--- src/design/gacs_pkg.sv ---
// shared constants and types for the gamepad axis calibrate/scale block
// register indexes, opcodes, scale factors and the divider status struct
// no dependencies
`default_nettype none

package gacs_pkg;

	// default sizes of the block
	localparam int CAL_COUNT_DEF    = 32;
	localparam int BUTTON_COUNT_DEF = 4;
	localparam int AXIS_BITS_DEF    = 16;

	// fixed field widths
	localparam int ID_W      = 8;
	localparam int DZ_W      = 8;
	localparam int OUT_W     = 8;
	localparam int REG_IDX_W = 3;
	localparam int NUM_AXES  = 2;
	localparam int AXIS_X    = 0;
	localparam int AXIS_Y    = 1;

	// register map
	localparam logic [REG_IDX_W-1:0] REG_BOUND_ID = 3'd0;
	localparam logic [REG_IDX_W-1:0] REG_X_MIN    = 3'd1;
	localparam logic [REG_IDX_W-1:0] REG_X_MAX    = 3'd2;
	localparam logic [REG_IDX_W-1:0] REG_Y_MIN    = 3'd3;
	localparam logic [REG_IDX_W-1:0] REG_Y_MAX    = 3'd4;
	localparam logic [REG_IDX_W-1:0] REG_DEAD     = 3'd5;
	localparam logic [REG_IDX_W-1:0] REG_BTN_MASK = 3'd6;

	// reset value of the axis maxima
	localparam int RESET_MAX = 255;

	// item opcodes
	localparam logic OP_DECODE  = 1'b0;
	localparam logic OP_RESTART = 1'b1;

	// output scale factors above and below the centre
	localparam int SCALE_UP   = 127;
	localparam int SCALE_DOWN = 128;

	typedef struct packed {
		logic busy;
		logic done;
	} div_stat_t;

endpackage

`default_nettype wire

--- src/design/gamepad_axis_calibrate_scale.sv ---
// gamepad axis calibration and scaling, top level
// holds the configuration registers, the item sequencer and two gacs_div units
// depends on gacs_pkg and gacs_div
`default_nettype none

// Takes one extracted report per transfer and returns one result per transfer.
// After reset or a restart item the block averages the axes over CAL_COUNT
// matching reports and then scales each axis to -128..127 around that centre.
// A restart item, a report with a foreign id or a report taken during
// calibration (but the last) goes from the decode state straight to the
// output state. Any other report passes through the set-up states S_PREP1
// and S_PREP2 and a bit-serial restoring divider per axis; the last
// calibration report uses the same dividers for the centre average. The
// next item is taken once the result has moved to the output register,
// even while that result is still waiting to be taken.
module gamepad_axis_calibrate_scale #(
	parameter int CAL_COUNT    = gacs_pkg::CAL_COUNT_DEF,
	parameter int BUTTON_COUNT = gacs_pkg::BUTTON_COUNT_DEF,
	parameter int AXIS_BITS    = gacs_pkg::AXIS_BITS_DEF
) (
	input  wire logic                                     clk,
	input  wire logic                                     arst_n,
	input  wire logic                                     cfg_wr_en,
	input  wire logic [gacs_pkg::REG_IDX_W-1:0]           cfg_index,
	input  wire logic [((AXIS_BITS > gacs_pkg::ID_W) ? AXIS_BITS : gacs_pkg::ID_W)-1:0]
	                                                      cfg_wdata,
	input  wire logic                                     in_valid,
	output logic                                          in_ready,
	input  wire logic                                     opcode,
	input  wire logic [gacs_pkg::ID_W-1:0]                report_id,
	input  wire logic signed [AXIS_BITS-1:0]              raw_x,
	input  wire logic                                     x_valid,
	input  wire logic signed [AXIS_BITS-1:0]              raw_y,
	input  wire logic                                     y_valid,
	input  wire logic [BUTTON_COUNT-1:0]                  button_bits,
	output logic                                          out_valid,
	input  wire logic                                     out_ready,
	output logic                                          accepted,
	output logic signed [gacs_pkg::OUT_W-1:0]             axis_x_out,
	output logic signed [gacs_pkg::OUT_W-1:0]             axis_y_out,
	output logic [BUTTON_COUNT-1:0]                       buttons_out,
	output logic                                          in_calibration
);
	import gacs_pkg::*;

	localparam int AB    = AXIS_BITS;
	localparam int NUM_W = AXIS_BITS + 8;
	localparam int DEN_W = AXIS_BITS + 1;
	localparam int QUO_W = AXIS_BITS + 1;
	localparam int SUM_W = AXIS_BITS + $clog2(CAL_COUNT);
	localparam int CNT_W = $clog2(CAL_COUNT + 1);

	typedef enum logic [2:0] {
		S_IDLE,
		S_DECODE,
		S_PREP1,
		S_PREP2,
		S_START,
		S_DIV,
		S_POST,
		S_OUT
	} state_t;

	state_t state_q;

	// configuration
	logic [ID_W-1:0]          bound_id_q;
	logic signed [AB-1:0]     lo_q [NUM_AXES];
	logic signed [AB-1:0]     hi_q [NUM_AXES];
	logic [DZ_W-1:0]          dz_q;
	logic [BUTTON_COUNT-1:0]  mask_q;

	// calibration state
	logic                     calibrating_q;
	logic [CNT_W-1:0]         cnt_q;
	logic signed [SUM_W-1:0]  sum_q [NUM_AXES];
	logic signed [AB-1:0]     centre_q [NUM_AXES];
	logic                     centre_set_q [NUM_AXES];
	logic                     cal_mode_q;

	// latched item and work registers
	logic                     op_q;
	logic                     id_match_q;
	logic signed [AB-1:0]     raw_q [NUM_AXES];
	logic                     val_q [NUM_AXES];
	logic [BUTTON_COUNT-1:0]  btn_q;
	logic signed [AB-1:0]     rc_q [NUM_AXES];
	logic signed [AB-1:0]     ctr_q [NUM_AXES];
	logic                     empty_q [NUM_AXES];
	logic                     ge_q [NUM_AXES];
	logic [AB:0]              diff_q [NUM_AXES];
	logic [AB:0]              span_q [NUM_AXES];
	logic                     zero_q [NUM_AXES];
	logic                     neg_q [NUM_AXES];

	// staged result and output register
	logic                     res_acc_q;
	logic [OUT_W-1:0]         res_ax_q [NUM_AXES];
	logic [BUTTON_COUNT-1:0]  res_btn_q;
	logic                     res_cal_q;
	logic                     out_valid_q;
	logic                     out_acc_q;
	logic [OUT_W-1:0]         out_x_q;
	logic [OUT_W-1:0]         out_y_q;
	logic [BUTTON_COUNT-1:0]  out_btn_q;
	logic                     out_cal_q;

	// combinational helpers
	logic                     in_xfer;
	logic                     out_free;
	logic [CNT_W-1:0]         cnt_next;
	logic                     cal_last;
	logic signed [SUM_W-1:0]  sum_next [NUM_AXES];
	logic [SUM_W-1:0]         sum_mag [NUM_AXES];
	logic [AB:0]              hl_diff [NUM_AXES];
	logic [AB-1:0]            mid [NUM_AXES];
	logic signed [AB-1:0]     rc_next [NUM_AXES];
	logic [AB:0]              diff_next [NUM_AXES];
	logic [AB:0]              span_up [NUM_AXES];
	logic [AB:0]              span_dn [NUM_AXES];
	logic [AB:0]              diff_neg [NUM_AXES];
	logic [AB-1:0]            mag [NUM_AXES];
	logic [NUM_W-1:0]         scaled [NUM_AXES];
	logic [QUO_W-1:0]         quo_neg [NUM_AXES];
	logic [AB-1:0]            centre_new [NUM_AXES];
	logic [OUT_W-1:0]         lim [NUM_AXES];
	logic [OUT_W-1:0]         ax_val [NUM_AXES];

	// divider ports
	logic                     div_start;
	logic [NUM_W-1:0]         div_num [NUM_AXES];
	logic [DEN_W-1:0]         div_den [NUM_AXES];
	logic [QUO_W-1:0]         div_quo [NUM_AXES];
	div_stat_t                div_stat [NUM_AXES];

	assign in_ready  = (state_q == S_IDLE);
	assign in_xfer   = in_valid && in_ready;
	assign out_free  = !out_valid_q || out_ready;
	assign cnt_next  = cnt_q + CNT_W'(1);
	assign cal_last  = (cnt_next == CNT_W'(CAL_COUNT));
	assign div_start = (state_q == S_START);

	always_comb begin
		for (int a = 0; a < NUM_AXES; a++) begin
			sum_next[a] = sum_q[a] + (val_q[a] ? SUM_W'(raw_q[a]) : '0);
			sum_mag[a]  = sum_q[a][SUM_W-1] ? (~sum_q[a] + 1'b1) : sum_q[a];

			// range midpoint, (hi - lo) is positive whenever it is used
			hl_diff[a] = {hi_q[a][AB-1], hi_q[a]} - {lo_q[a][AB-1], lo_q[a]};
			mid[a]     = lo_q[a] + hl_diff[a][AB:1];
			if (raw_q[a] < lo_q[a])
				rc_next[a] = lo_q[a];
			else if (raw_q[a] > hi_q[a])
				rc_next[a] = hi_q[a];
			else
				rc_next[a] = raw_q[a];

			diff_next[a] = {rc_q[a][AB-1], rc_q[a]} - {ctr_q[a][AB-1], ctr_q[a]};
			span_up[a]   = {hi_q[a][AB-1], hi_q[a]} - {ctr_q[a][AB-1], ctr_q[a]};
			span_dn[a]   = {ctr_q[a][AB-1], ctr_q[a]} - {lo_q[a][AB-1], lo_q[a]};

			diff_neg[a] = (AB+1)'(0) - diff_q[a];
			mag[a]      = ge_q[a] ? diff_q[a][AB-1:0] : diff_neg[a][AB-1:0];
			scaled[a]   = ge_q[a] ? NUM_W'(mag[a]) * NUM_W'(SCALE_UP)
			                      : NUM_W'(mag[a]) * NUM_W'(SCALE_DOWN);
			div_num[a]  = cal_mode_q ? NUM_W'(sum_mag[a]) : scaled[a];
			div_den[a]  = cal_mode_q ? DEN_W'(CAL_COUNT) : DEN_W'(span_q[a][AB-1:0]);

			quo_neg[a]    = QUO_W'(0) - div_quo[a];
			centre_new[a] = sum_q[a][SUM_W-1] ? quo_neg[a][AB-1:0] : div_quo[a][AB-1:0];

			if (neg_q[a])
				lim[a] = (div_quo[a] > QUO_W'(SCALE_DOWN)) ? OUT_W'(SCALE_DOWN)
				                                           : OUT_W'(div_quo[a]);
			else
				lim[a] = (div_quo[a] > QUO_W'(SCALE_UP)) ? OUT_W'(SCALE_UP)
				                                         : OUT_W'(div_quo[a]);
			if (zero_q[a] || (lim[a] < dz_q))
				ax_val[a] = '0;
			else
				ax_val[a] = neg_q[a] ? (OUT_W'(0) - lim[a]) : lim[a];
		end
	end

	for (genvar a = 0; a < NUM_AXES; a++) begin : g_div
		gacs_div #(
			.NUM_W(NUM_W),
			.DEN_W(DEN_W),
			.QUO_W(QUO_W)
		) u_div (
			.clk   (clk),
			.arst_n(arst_n),
			.start (div_start),
			.num   (div_num[a]),
			.den   (div_den[a]),
			.quo   (div_quo[a]),
			.stat  (div_stat[a])
		);
	end

	// sequencer, configuration, calibration state and output register
	always_ff @(posedge clk or negedge arst_n) begin
		if (!arst_n) begin
			state_q       <= S_IDLE;
			bound_id_q    <= '0;
			dz_q          <= '0;
			mask_q        <= '0;
			calibrating_q <= 1'b1;
			cnt_q         <= '0;
			cal_mode_q    <= 1'b0;
			res_acc_q     <= 1'b0;
			res_btn_q     <= '0;
			res_cal_q     <= 1'b0;
			out_valid_q   <= 1'b0;
			out_acc_q     <= 1'b0;
			out_x_q       <= '0;
			out_y_q       <= '0;
			out_btn_q     <= '0;
			out_cal_q     <= 1'b0;
			for (int a = 0; a < NUM_AXES; a++) begin
				lo_q[a]         <= '0;
				hi_q[a]         <= AB'(RESET_MAX);
				sum_q[a]        <= '0;
				centre_q[a]     <= '0;
				centre_set_q[a] <= 1'b0;
				res_ax_q[a]     <= '0;
			end
		end else begin
			if (cfg_wr_en) begin
				case (cfg_index)
					REG_BOUND_ID: bound_id_q     <= cfg_wdata[ID_W-1:0];
					REG_X_MIN:    lo_q[AXIS_X]   <= cfg_wdata[AB-1:0];
					REG_X_MAX:    hi_q[AXIS_X]   <= cfg_wdata[AB-1:0];
					REG_Y_MIN:    lo_q[AXIS_Y]   <= cfg_wdata[AB-1:0];
					REG_Y_MAX:    hi_q[AXIS_Y]   <= cfg_wdata[AB-1:0];
					REG_DEAD:     dz_q           <= cfg_wdata[DZ_W-1:0];
					REG_BTN_MASK: mask_q         <= cfg_wdata[BUTTON_COUNT-1:0];
					default: ;
				endcase
			end

			if (out_valid_q && out_ready)
				out_valid_q <= 1'b0;

			case (state_q)
				S_IDLE: begin
					if (in_xfer)
						state_q <= S_DECODE;
				end
				S_DECODE: begin
					res_acc_q <= 1'b0;
					res_btn_q <= '0;
					for (int a = 0; a < NUM_AXES; a++)
						res_ax_q[a] <= '0;
					if (op_q == OP_RESTART) begin
						calibrating_q <= 1'b1;
						cnt_q         <= '0;
						for (int a = 0; a < NUM_AXES; a++)
							sum_q[a] <= '0;
						res_cal_q <= 1'b1;
						state_q   <= S_OUT;
					end else if (!id_match_q) begin
						res_cal_q <= calibrating_q;
						state_q   <= S_OUT;
					end else if (calibrating_q) begin
						for (int a = 0; a < NUM_AXES; a++)
							sum_q[a] <= sum_next[a];
						if (cal_last) begin
							// average goes through the dividers
							cnt_q      <= '0;
							cal_mode_q <= 1'b1;
							state_q    <= S_START;
						end else begin
							cnt_q     <= cnt_next;
							res_acc_q <= 1'b1;
							res_btn_q <= btn_q & mask_q;
							res_cal_q <= 1'b1;
							state_q   <= S_OUT;
						end
					end else begin
						cal_mode_q <= 1'b0;
						state_q    <= S_PREP1;
					end
				end
				S_PREP1: state_q <= S_PREP2;
				S_PREP2: state_q <= S_START;
				S_START: state_q <= S_DIV;
				S_DIV: begin
					if (div_stat[AXIS_X].done)
						state_q <= S_POST;
				end
				S_POST: begin
					res_acc_q <= 1'b1;
					res_btn_q <= btn_q & mask_q;
					res_cal_q <= 1'b0;
					if (cal_mode_q) begin
						calibrating_q <= 1'b0;
						for (int a = 0; a < NUM_AXES; a++) begin
							res_ax_q[a] <= '0;
							if (val_q[a]) begin
								centre_q[a]     <= centre_new[a];
								centre_set_q[a] <= 1'b1;
							end
						end
					end else begin
						for (int a = 0; a < NUM_AXES; a++)
							res_ax_q[a] <= ax_val[a];
					end
					state_q <= S_OUT;
				end
				S_OUT: begin
					if (out_free) begin
						out_valid_q <= 1'b1;
						out_acc_q   <= res_acc_q;
						out_x_q     <= res_ax_q[AXIS_X];
						out_y_q     <= res_ax_q[AXIS_Y];
						out_btn_q   <= res_btn_q;
						out_cal_q   <= res_cal_q;
						state_q     <= S_IDLE;
					end
				end
				default: state_q <= S_IDLE;
			endcase
		end
	end

	// item latch and per-axis set-up registers
	always_ff @(posedge clk) begin
		if (in_xfer) begin
			op_q          <= opcode;
			id_match_q    <= (report_id == bound_id_q);
			raw_q[AXIS_X] <= raw_x;
			raw_q[AXIS_Y] <= raw_y;
			val_q[AXIS_X] <= x_valid;
			val_q[AXIS_Y] <= y_valid;
			btn_q         <= button_bits;
		end
		for (int a = 0; a < NUM_AXES; a++) begin
			if (state_q == S_PREP1) begin
				rc_q[a]    <= rc_next[a];
				ctr_q[a]   <= centre_set_q[a] ? centre_q[a] : mid[a];
				empty_q[a] <= (hi_q[a] <= lo_q[a]);
			end
			if (state_q == S_PREP2) begin
				ge_q[a]   <= (rc_q[a] >= ctr_q[a]);
				diff_q[a] <= diff_next[a];
				span_q[a] <= (rc_q[a] >= ctr_q[a]) ? span_up[a] : span_dn[a];
			end
			if (state_q == S_START) begin
				// span at or below zero, empty range or missing axis read zero
				zero_q[a] <= empty_q[a] || !val_q[a] || span_q[a][AB]
				             || (span_q[a] == '0);
				neg_q[a]  <= !ge_q[a];
			end
		end
	end

	assign out_valid      = out_valid_q;
	assign accepted       = out_acc_q;
	assign axis_x_out     = out_x_q;
	assign axis_y_out     = out_y_q;
	assign buttons_out    = out_btn_q;
	assign in_calibration = out_cal_q;

	a_div_lockstep: assert property (@(posedge clk) disable iff (!arst_n)
		div_stat[AXIS_X].done == div_stat[AXIS_Y].done)
		else $error("axis dividers out of step");

	a_div_running: assert property (@(posedge clk) disable iff (!arst_n)
		(state_q == S_DIV) |-> (div_stat[AXIS_X].busy || div_stat[AXIS_X].done))
		else $error("waiting on an idle divider");

	a_out_from_seq: assert property (@(posedge clk) disable iff (!arst_n)
		$rose(out_valid_q) |-> $past(state_q == S_OUT))
		else $error("result loaded outside the output state");

	a_cal_axes_zero: assert property (@(posedge clk) disable iff (!arst_n)
		(out_valid && in_calibration) |-> (axis_x_out == '0 && axis_y_out == '0))
		else $error("axis value shown while calibrating");

	a_centre_kept: assert property (@(posedge clk) disable iff (!arst_n)
		centre_set_q[AXIS_X] |=> centre_set_q[AXIS_X])
		else $error("calibrated centre lost");

endmodule

`default_nettype wire

--- src/design/gacs_div.sv ---
// restoring divider, one quotient bit per cycle
// unsigned num / den, needs num < den * 2**QUO_W
// depends on gacs_pkg for the status struct
`default_nettype none

module gacs_div #(
	parameter int NUM_W = 24,
	parameter int DEN_W = 17,
	parameter int QUO_W = 17
) (
	input  wire logic                clk,
	input  wire logic                arst_n,
	input  wire logic                start,
	input  wire logic [NUM_W-1:0]    num,
	input  wire logic [DEN_W-1:0]    den,
	output logic [QUO_W-1:0]         quo,
	output gacs_pkg::div_stat_t      stat
);
	import gacs_pkg::*;

	localparam int CNT_W = $clog2(QUO_W + 1);

	logic [DEN_W-1:0] rem_q;
	logic [DEN_W-1:0] den_q;
	logic [QUO_W-1:0] num_q;
	logic [QUO_W-1:0] quo_q;
	logic [CNT_W-1:0] cnt_q;
	logic             busy_q;
	logic             done_q;
	logic [DEN_W:0]   trial;
	logic [DEN_W:0]   trial_sub;
	logic             fits;

	// next partial remainder with the next numerator bit brought down
	assign trial     = {rem_q, num_q[QUO_W-1]};
	assign trial_sub = trial - {1'b0, den_q};
	assign fits      = trial >= {1'b0, den_q};

	always_ff @(posedge clk or negedge arst_n) begin
		if (!arst_n) begin
			busy_q <= 1'b0;
			done_q <= 1'b0;
			cnt_q  <= '0;
		end else begin
			done_q <= 1'b0;
			if (start) begin
				busy_q <= 1'b1;
				cnt_q  <= CNT_W'(QUO_W);
			end else if (busy_q) begin
				cnt_q <= cnt_q - CNT_W'(1);
				if (cnt_q == CNT_W'(1)) begin
					busy_q <= 1'b0;
					done_q <= 1'b1;
				end
			end
		end
	end

	always_ff @(posedge clk) begin
		if (start) begin
			// upper numerator bits are known to be below the divisor
			rem_q <= DEN_W'(num[NUM_W-1:QUO_W]);
			num_q <= num[QUO_W-1:0];
			den_q <= den;
			quo_q <= '0;
		end else if (busy_q) begin
			rem_q <= fits ? trial_sub[DEN_W-1:0] : trial[DEN_W-1:0];
			num_q <= {num_q[QUO_W-2:0], 1'b0};
			quo_q <= {quo_q[QUO_W-2:0], fits};
		end
	end

	assign quo       = quo_q;
	assign stat.busy = busy_q;
	assign stat.done = done_q;

endmodule

`default_nettype wire
--- config.mk ---
export PLATFORM = sky130hd
export DESIGN_NAME = gamepad_axis_calibrate_scale
export DESIGN_NICKNAME = d
export VERILOG_FILES = /design/src/design/gacs_pkg.sv /design/src/design/gamepad_axis_calibrate_scale.sv /design/src/design/gacs_div.sv
export SDC_FILE = /design/constraint.sdc
export NUM_CORES = 2
export LEC_CHECK = 0
export BUFFER_PORTS_ARGS = -buffer_cell sky130_fd_sc_hd__buf_2
export CAP_MARGIN = 20
export CORE_MARGIN = 4
export CORE_UTILIZATION = 60
export CTS_BUF_LIST = sky130_fd_sc_hd__clkbuf_2 sky130_fd_sc_hd__clkbuf_4 sky130_fd_sc_hd__clkbuf_8
export DETAILED_ROUTE_END_ITERATION = 10
export PLACE_DENSITY = 0.77
export SLEW_MARGIN = 10
export SYNTH_ARGS = -nofsm -noshare
export SYNTH_HDL_FRONTEND = slang
export SYNTH_SLANG_ARGS = --single-unit
export TNS_END_PERCENT = 10
--- constraint.sdc ---
create_clock -name clk -period 17.5 [get_ports clk]
set_clock_uncertainty 0.05 [all_clocks]
set_input_delay 1.75 -clock clk [delete_from_list [all_inputs] [get_ports clk]]
set_output_delay 1.75 -clock clk [all_outputs]
set_load 0.01 [all_outputs]
---- Yosys cells after proc, flatten, opt, wreduce, memory -nomap -nowiden ----
Memories as Yosys holds them, arrays and structs flattened.
Index checks and enable logic that the tools add are counted.
cells by class
  $add $sub $neg .......................... 25
  multiply operators ...................... 2
  magnitude comparators ................... 16
  equal/unequal tests ..................... 25
  muxes and demuxes ....................... 101
  bitwise operators ....................... 4
  reduce and logical (&&, ||, !) cells .... 40
operators with widths
  kind                     count
  $mux W16                 11
  $mux W17                 8
  $sub A16 B16 Y17         8
  $mux W42                 3
  $mux W23                 4
  $mux W21                 4
  $mux W8                  10
  $sub A1 B16 Y16 const A  4
  $mul A16 B7 Y23 const B  2
  $add A21 B1 Y21 const B  2
  $add A21 B21 Y21         2
  $not A21 Y21             2
  $ge A18 B17 Y1           2
  $gt A17 B7 Y1 const B    2
  $gt A17 B8 Y1 const B    2
  $logic_not A17 Y1        2
  $sub A17 B17 Y17         2
  $add A16 B16 Y16         2
  $ge A16 B16 Y1           2
  $gt A16 B16 Y1           2
  $le A16 B16 Y1           2
  $lt A16 B16 Y1           2
  $mux W1                  32
  $pmux W16 S2             1
  other kinds (32)         100
word-level totals
  register bits ........................... 371
  bits in writable memories ............... 174
  bits of input ports ..................... 71
  output and inout port bits .............. 24
  logic and storage cells ................. 271
  memories ................................ 10
memories
  memory           depth  bits a word  rd ports  clocked after Yosys merged registers in  wr ports  RTL line                            source
  diff_q           2      17           2         0                                        2         gamepad_axis_calibrate_scale.sv:91  logic [AB:0] diff_q [NUM_AXES];
  span_q           2      17           2         0                                        2         gamepad_axis_calibrate_scale.sv:92  logic [AB:0] span_q [NUM_AXES];
  ctr_q            2      16           2         0                                        2         gamepad_axis_calibrate_scale.sv:88  logic signed [AB-1:0] ctr_q [NUM_AXES];
  raw_q            2      16           2         0                                        2         gamepad_axis_calibrate_scale.sv:84  logic signed [AB-1:0] raw_q [NUM_AXES];
  rc_q             2      16           2         0                                        2         gamepad_axis_calibrate_scale.sv:87  logic signed [AB-1:0] rc_q [NUM_AXES];
  empty_q          2      1            2         0                                        2         gamepad_axis_calibrate_scale.sv:89  logic empty_q [NUM_AXES];
  4 more memories  n/a    n/a          n/a       n/a                                      n/a       n/a

---- Logic depth before layout (Yosys ltp) ----
  depth in word-level cells ............... 8
  depth in mapped cells ................... 27
  mapped depth without buffers ............ 27

---- Modules after synthesis ----
Synthesis repeated with hierarchy kept, for this count alone.
second synthesis, totals
  cell total of the unflattened synthesis .. 4472
  area, all modules ....................... 42373.1 µm²
modules (own cells, without submodules)
  module                        instances  cells an instance  area an instance (µm²)  sequential area each (µm²)
  gamepad_axis_calibrate_scale  1          3777               34660.7                 10771.6
  gacs_div at g_div[0].u_div    1          346                3863.7                  1946.9
  gacs_div at g_div[1].u_div    1          349                3848.7                  1946.9

---- Worst setup path before layout ----
OpenSTA, ideal clock, no wires.
  path type ............................... reg2reg
  start point ............................. mem diff_q[0][21] in the netlist's numbering
  end point ............................... reg g_div[1].u_div.rem_q[5], data pin
  setup time .............................. 271 ps
  arrival time ............................ 6319 ps
  required time ........................... 17179 ps
  path slack .............................. 10860 ps
  stages on the path, launching flop included .. 23
  path buffers ............................ 0
  clock period less this slack ............ 6640 ps
  cells stage by stage .................... edfxtp_1 > or4_1 > nor4b_2 > nand2_1 > nor2_1 > nor2_1 > xnor2_1 > inv_1 > fa_1 > inv_1 > fa_1 > fa_1 > fa_1 > inv_1 > ha_1 > and3_1 > or4b_2 > a31oi_1 > nor2_1 > o21a_1 > nor4b_1 > o21ai_0 > o211ai_1
RTL lines
  element               RTL line                            source
  start, declared       gamepad_axis_calibrate_scale.sv:91
  end signal, assigned  gacs_div.sv:62                      rem_q <= DEN_W'(num[NUM_W-1:QUO_W]);
  end signal, assigned  gacs_div.sv:67                      rem_q <= fits ? trial_sub[DEN_W-1:0] : trial[DEN_W-1:0];
  end, declared         gacs_div.sv:23                      logic [DEN_W-1:0] rem_q;

==> summary.md <==
| Metric | Value |
|---|---|
| Status | completed |
| Syn_nets | 4987 |
| Synth warn | 0 |
| Max Cap Viol | 0 |
| Req. time, crit path | 17.83 ns |
| Leading area contributor after synthesis | edfxtp_1 |
| Initial antenna violation count | 6 |
| Placeable Area | 67800 um2 |
| Synth top area cells | edfxtp_1, dfrtp_1, ha_1 |
| HPWL Detailed | 81400 um |
| # IOs | 95 |
| Total GRT Usage | 28.9% |
| Drt pass-1 iters | 6 |
| # setup viols final | 0 |
| Via-to-Cell Ratio | 5.99 |
| Cts bufs inserted | 91 |
| Via count | 32600 |
| Cell Area, Synth | 41300 um2 |
| Hold WC Path Type | register to register |
| Max Slew Vio Count | 0 |
| Final RePlAce weighted congestion | 0.948 |
| Layout cell share with drive strength beyond 1 | 9.30% |
| Yosys top cell area share | 18.7% |
| Syn Inst Count | 4394 |
| Final hold viol count | 0 |
| Routed Antenna Nets | 0 |
| Area growth from synthesis to layout | 8.30% |
| RSZ-0062 raised after global routing | no |
| Part of the cycle the worst path needs | 42.2% |
| Initial cell density of the core | 61.0% |
| Clock H-tree levels | 3 |
| Crit Path Category | register to register |
| Mean Syn Cell Area | 9.41 um2 |
| Commonest non-fill, non-tap cells in the layout | ha_1, inv_1, o21ai_0 |
| Chip width | 270 um |
| Minimum clock period after layout | 7.38 ns |
| Vias in the first global route | 31500 |
| CTS clk-pin slew, worst paths | 0.06 ns |
| Slew @ Worst Pin | 1.11 ns |
| Startpoint types | register |
| Die Y | 270 um |
| EDFF count, synth | 258 |
| Die ar. | 73200 um2 |
| Post-CTS setup buffers | 0 |
| Critical path endpoint category | register |
| Iter 0 DRT Violations | 2594 |
| Yosys cell types | 90 |
| Part of the Yosys area used for sequential elements | 35.3% |
| CTS tree | built |
| DRC Markers | 0 |
| Commonest non-fill, non-tap cell in the layout | ha_1 |
| Seq cells post-synth | 541 |
| # resized after CTS | 0 |
| Fillers | 5345 |
| Clk_lat worst skew | 0.69 ns |
| Ys flop type | edfxtp_1 |
| Max-slew headroom | 26.2% |
| Final WL | 107000 um |
| # rows | 95 |
| F_max | 136 MHz |
| Register area | 14600 um2 |
| Largest net degree at the start of global routing | 101 |
| Area of the multi-input gates | 24800 um2 |
| CP max FO | 7 |
| CP arrival | 7.71 ns |
| Final net count | 5071 |
| Total Neg Setup Slack | 0 ns |
| CTS Sinks | 541 |
| Port Buf Inserts | 94 |
| Ys async rst share | 42.3% |
| First-pass GRT wire length | 171000 um |
| Clock root cell | clkbuf_8 |
| Max clock buf depth | 3 |
| Total grt overflow | 0 |
| DR WL/cell | 19.7 um |
| Hold buffers post-CTS | 0 |
==> cell usage after synthesis (all sizes together), types with 37 or more instances <==
master / instances
a211oi: 42
a21o: 99
a21oi: 257
and2: 46
clkbuf: 118
dfrtp: 212
dfxtp: 54
edfxtp: 258
fa: 114
ha: 408
inv: 406
mux2: 66
mux2i: 105
nand2: 374
nand2b: 61
nand3: 45
nor2: 317
nor2b: 77
nor3: 64
nor4: 37
o21a: 60
o21ai: 381
xnor2: 198
xor2: 145
==> critical path, stage by stage (launching register included) <==
cell and delay, ns:
edfxtp_1 0.51, nor3_1 0.49, nor4b_2 0.53, nand2_1 0.14
nor2_1 0.11, nor2_1 0.06, xnor2_1 0.52, inv_1 0.22
fa_1 0.58, inv_1 0.07, fa_1 0.46, fa_1 0.54
fa_1 0.56, inv_1 0.04, ha_1 0.34, and3_1 0.22
or4b_2 0.64, a31oi_1 0.31, nor2_1 0.07, o21a_1 0.20
nor4b_1 0.13, o21ai_0 0.17, o211ai_1 0.11
==> registers in the layout, summed over array words and instances, names as in the netlist, 8 cells and up <==
register / cells
sum_q: 42
g_div.u_div.num_q: 34
g_div.u_div.quo: 34
g_div.u_div.rem_q: 34
span_q: 34
centre_q: 32
ctr_q: 32
diff_q: 32
g_div.u_div.den_q: 32
hi_q: 32
lo_q: 32
raw_q: 32
rc_q: 32
res_ax_q: 16
g_div.u_div.cnt_q: 10
axis_x_out: 8
axis_y_out: 8
bound_id_q: 8
dz_q: 8
==> path summary, 6_finish.rpt <==
kind	from	to	slack [ns]	depth (start not counted)
min in group asynchronous	arst_n	centre_q[30]	1.04	1
worst max register to register	diff_q[0][17]	g_div[1].u_div.rem_q[5]	10.12	22
worst max-delay path	diff_q[0][17]	g_div[1].u_div.rem_q[5]	10.12	22
max in group asynchronous	arst_n	g_div[1].u_div.busy_q	14.81	2
worst min register to register	centre_q[20]	centre_q[20]	0.43	2
worst min-delay path	centre_q[20]	centre_q[20]	0.43	2
==> routing by layer <==
layer	vias to the layer above	share of wire, %	GRT usage (%)	wire, um
li1	15700	-	-	-
met1	15500	44	40.9	47500
met2	1138	45	45.9	48000
met3	173	7.6	4.55	8070
met4	4	3.1	9.35	3280
met5	-	0.026	0	28
==> cells by family (layout without fill, tap and decap cells) <==
| logic type | after synthesis | in the layout | share of synthesized area [%] |
|---|---|---|---|
| buffers and inverters | 542 | 705 | 4.96 |
| flip-flops | 541 | 541 | 35.3 |
| AO/OA/AOI/OAI | 1101 | 1101 | 16.7 |
| other | 0 | 5 | 0 |
| adder cells (fa/ha/maj) | 524 | 524 | 17.9 |
| multiplexers | 171 | 171 | 4.34 |
| XOR/XNOR | 343 | 343 | 7.27 |
| AND/OR/NAND/NOR | 1172 | 1172 | 13.5 |
==> layout make-up <==
| cell class | instances | share of cell area [%] |
|---|---|---|
| clock buffers | 132 | 3.78 |
| clock inverters | 40 | 0.788 |
| multi-input cells | 3311 | 55.3 |
| flip-flops and latches | 541 | 32.6 |
| well taps | 873 | 2.44 |
| diodes | 5 | 0.0280 |
| inverters | 408 | 3.43 |
| repair buffers | 125 | 1.66 |
==> per-stage QoR <==
step / util, % / hold slack [ns] / cells / worst slack (ns) / instance area [um2]
6_report: 66.1 / 0.428 / 5435 / 10.12 / 44800
3_5_place_dp: 63.0 / 0.420 / 5256 / 10.10 / 42700
4_1_cts: 66.0 / 0.434 / 5428 / 10.10 / 44700
5_1_grt: 66.1 / 0.442 / 5432 / 9.52 / 44800
2_1_floorplan: - / 0.394 / 4394 / 10.86 / 41300
3_3_place_gp: 62.9 / 0.411 / 5254 / 10.23 / 42600
Power is left out: the tool's default activity adds up to more than one toggle a clock period on the data nets, which glitch-free logic cannot reach.
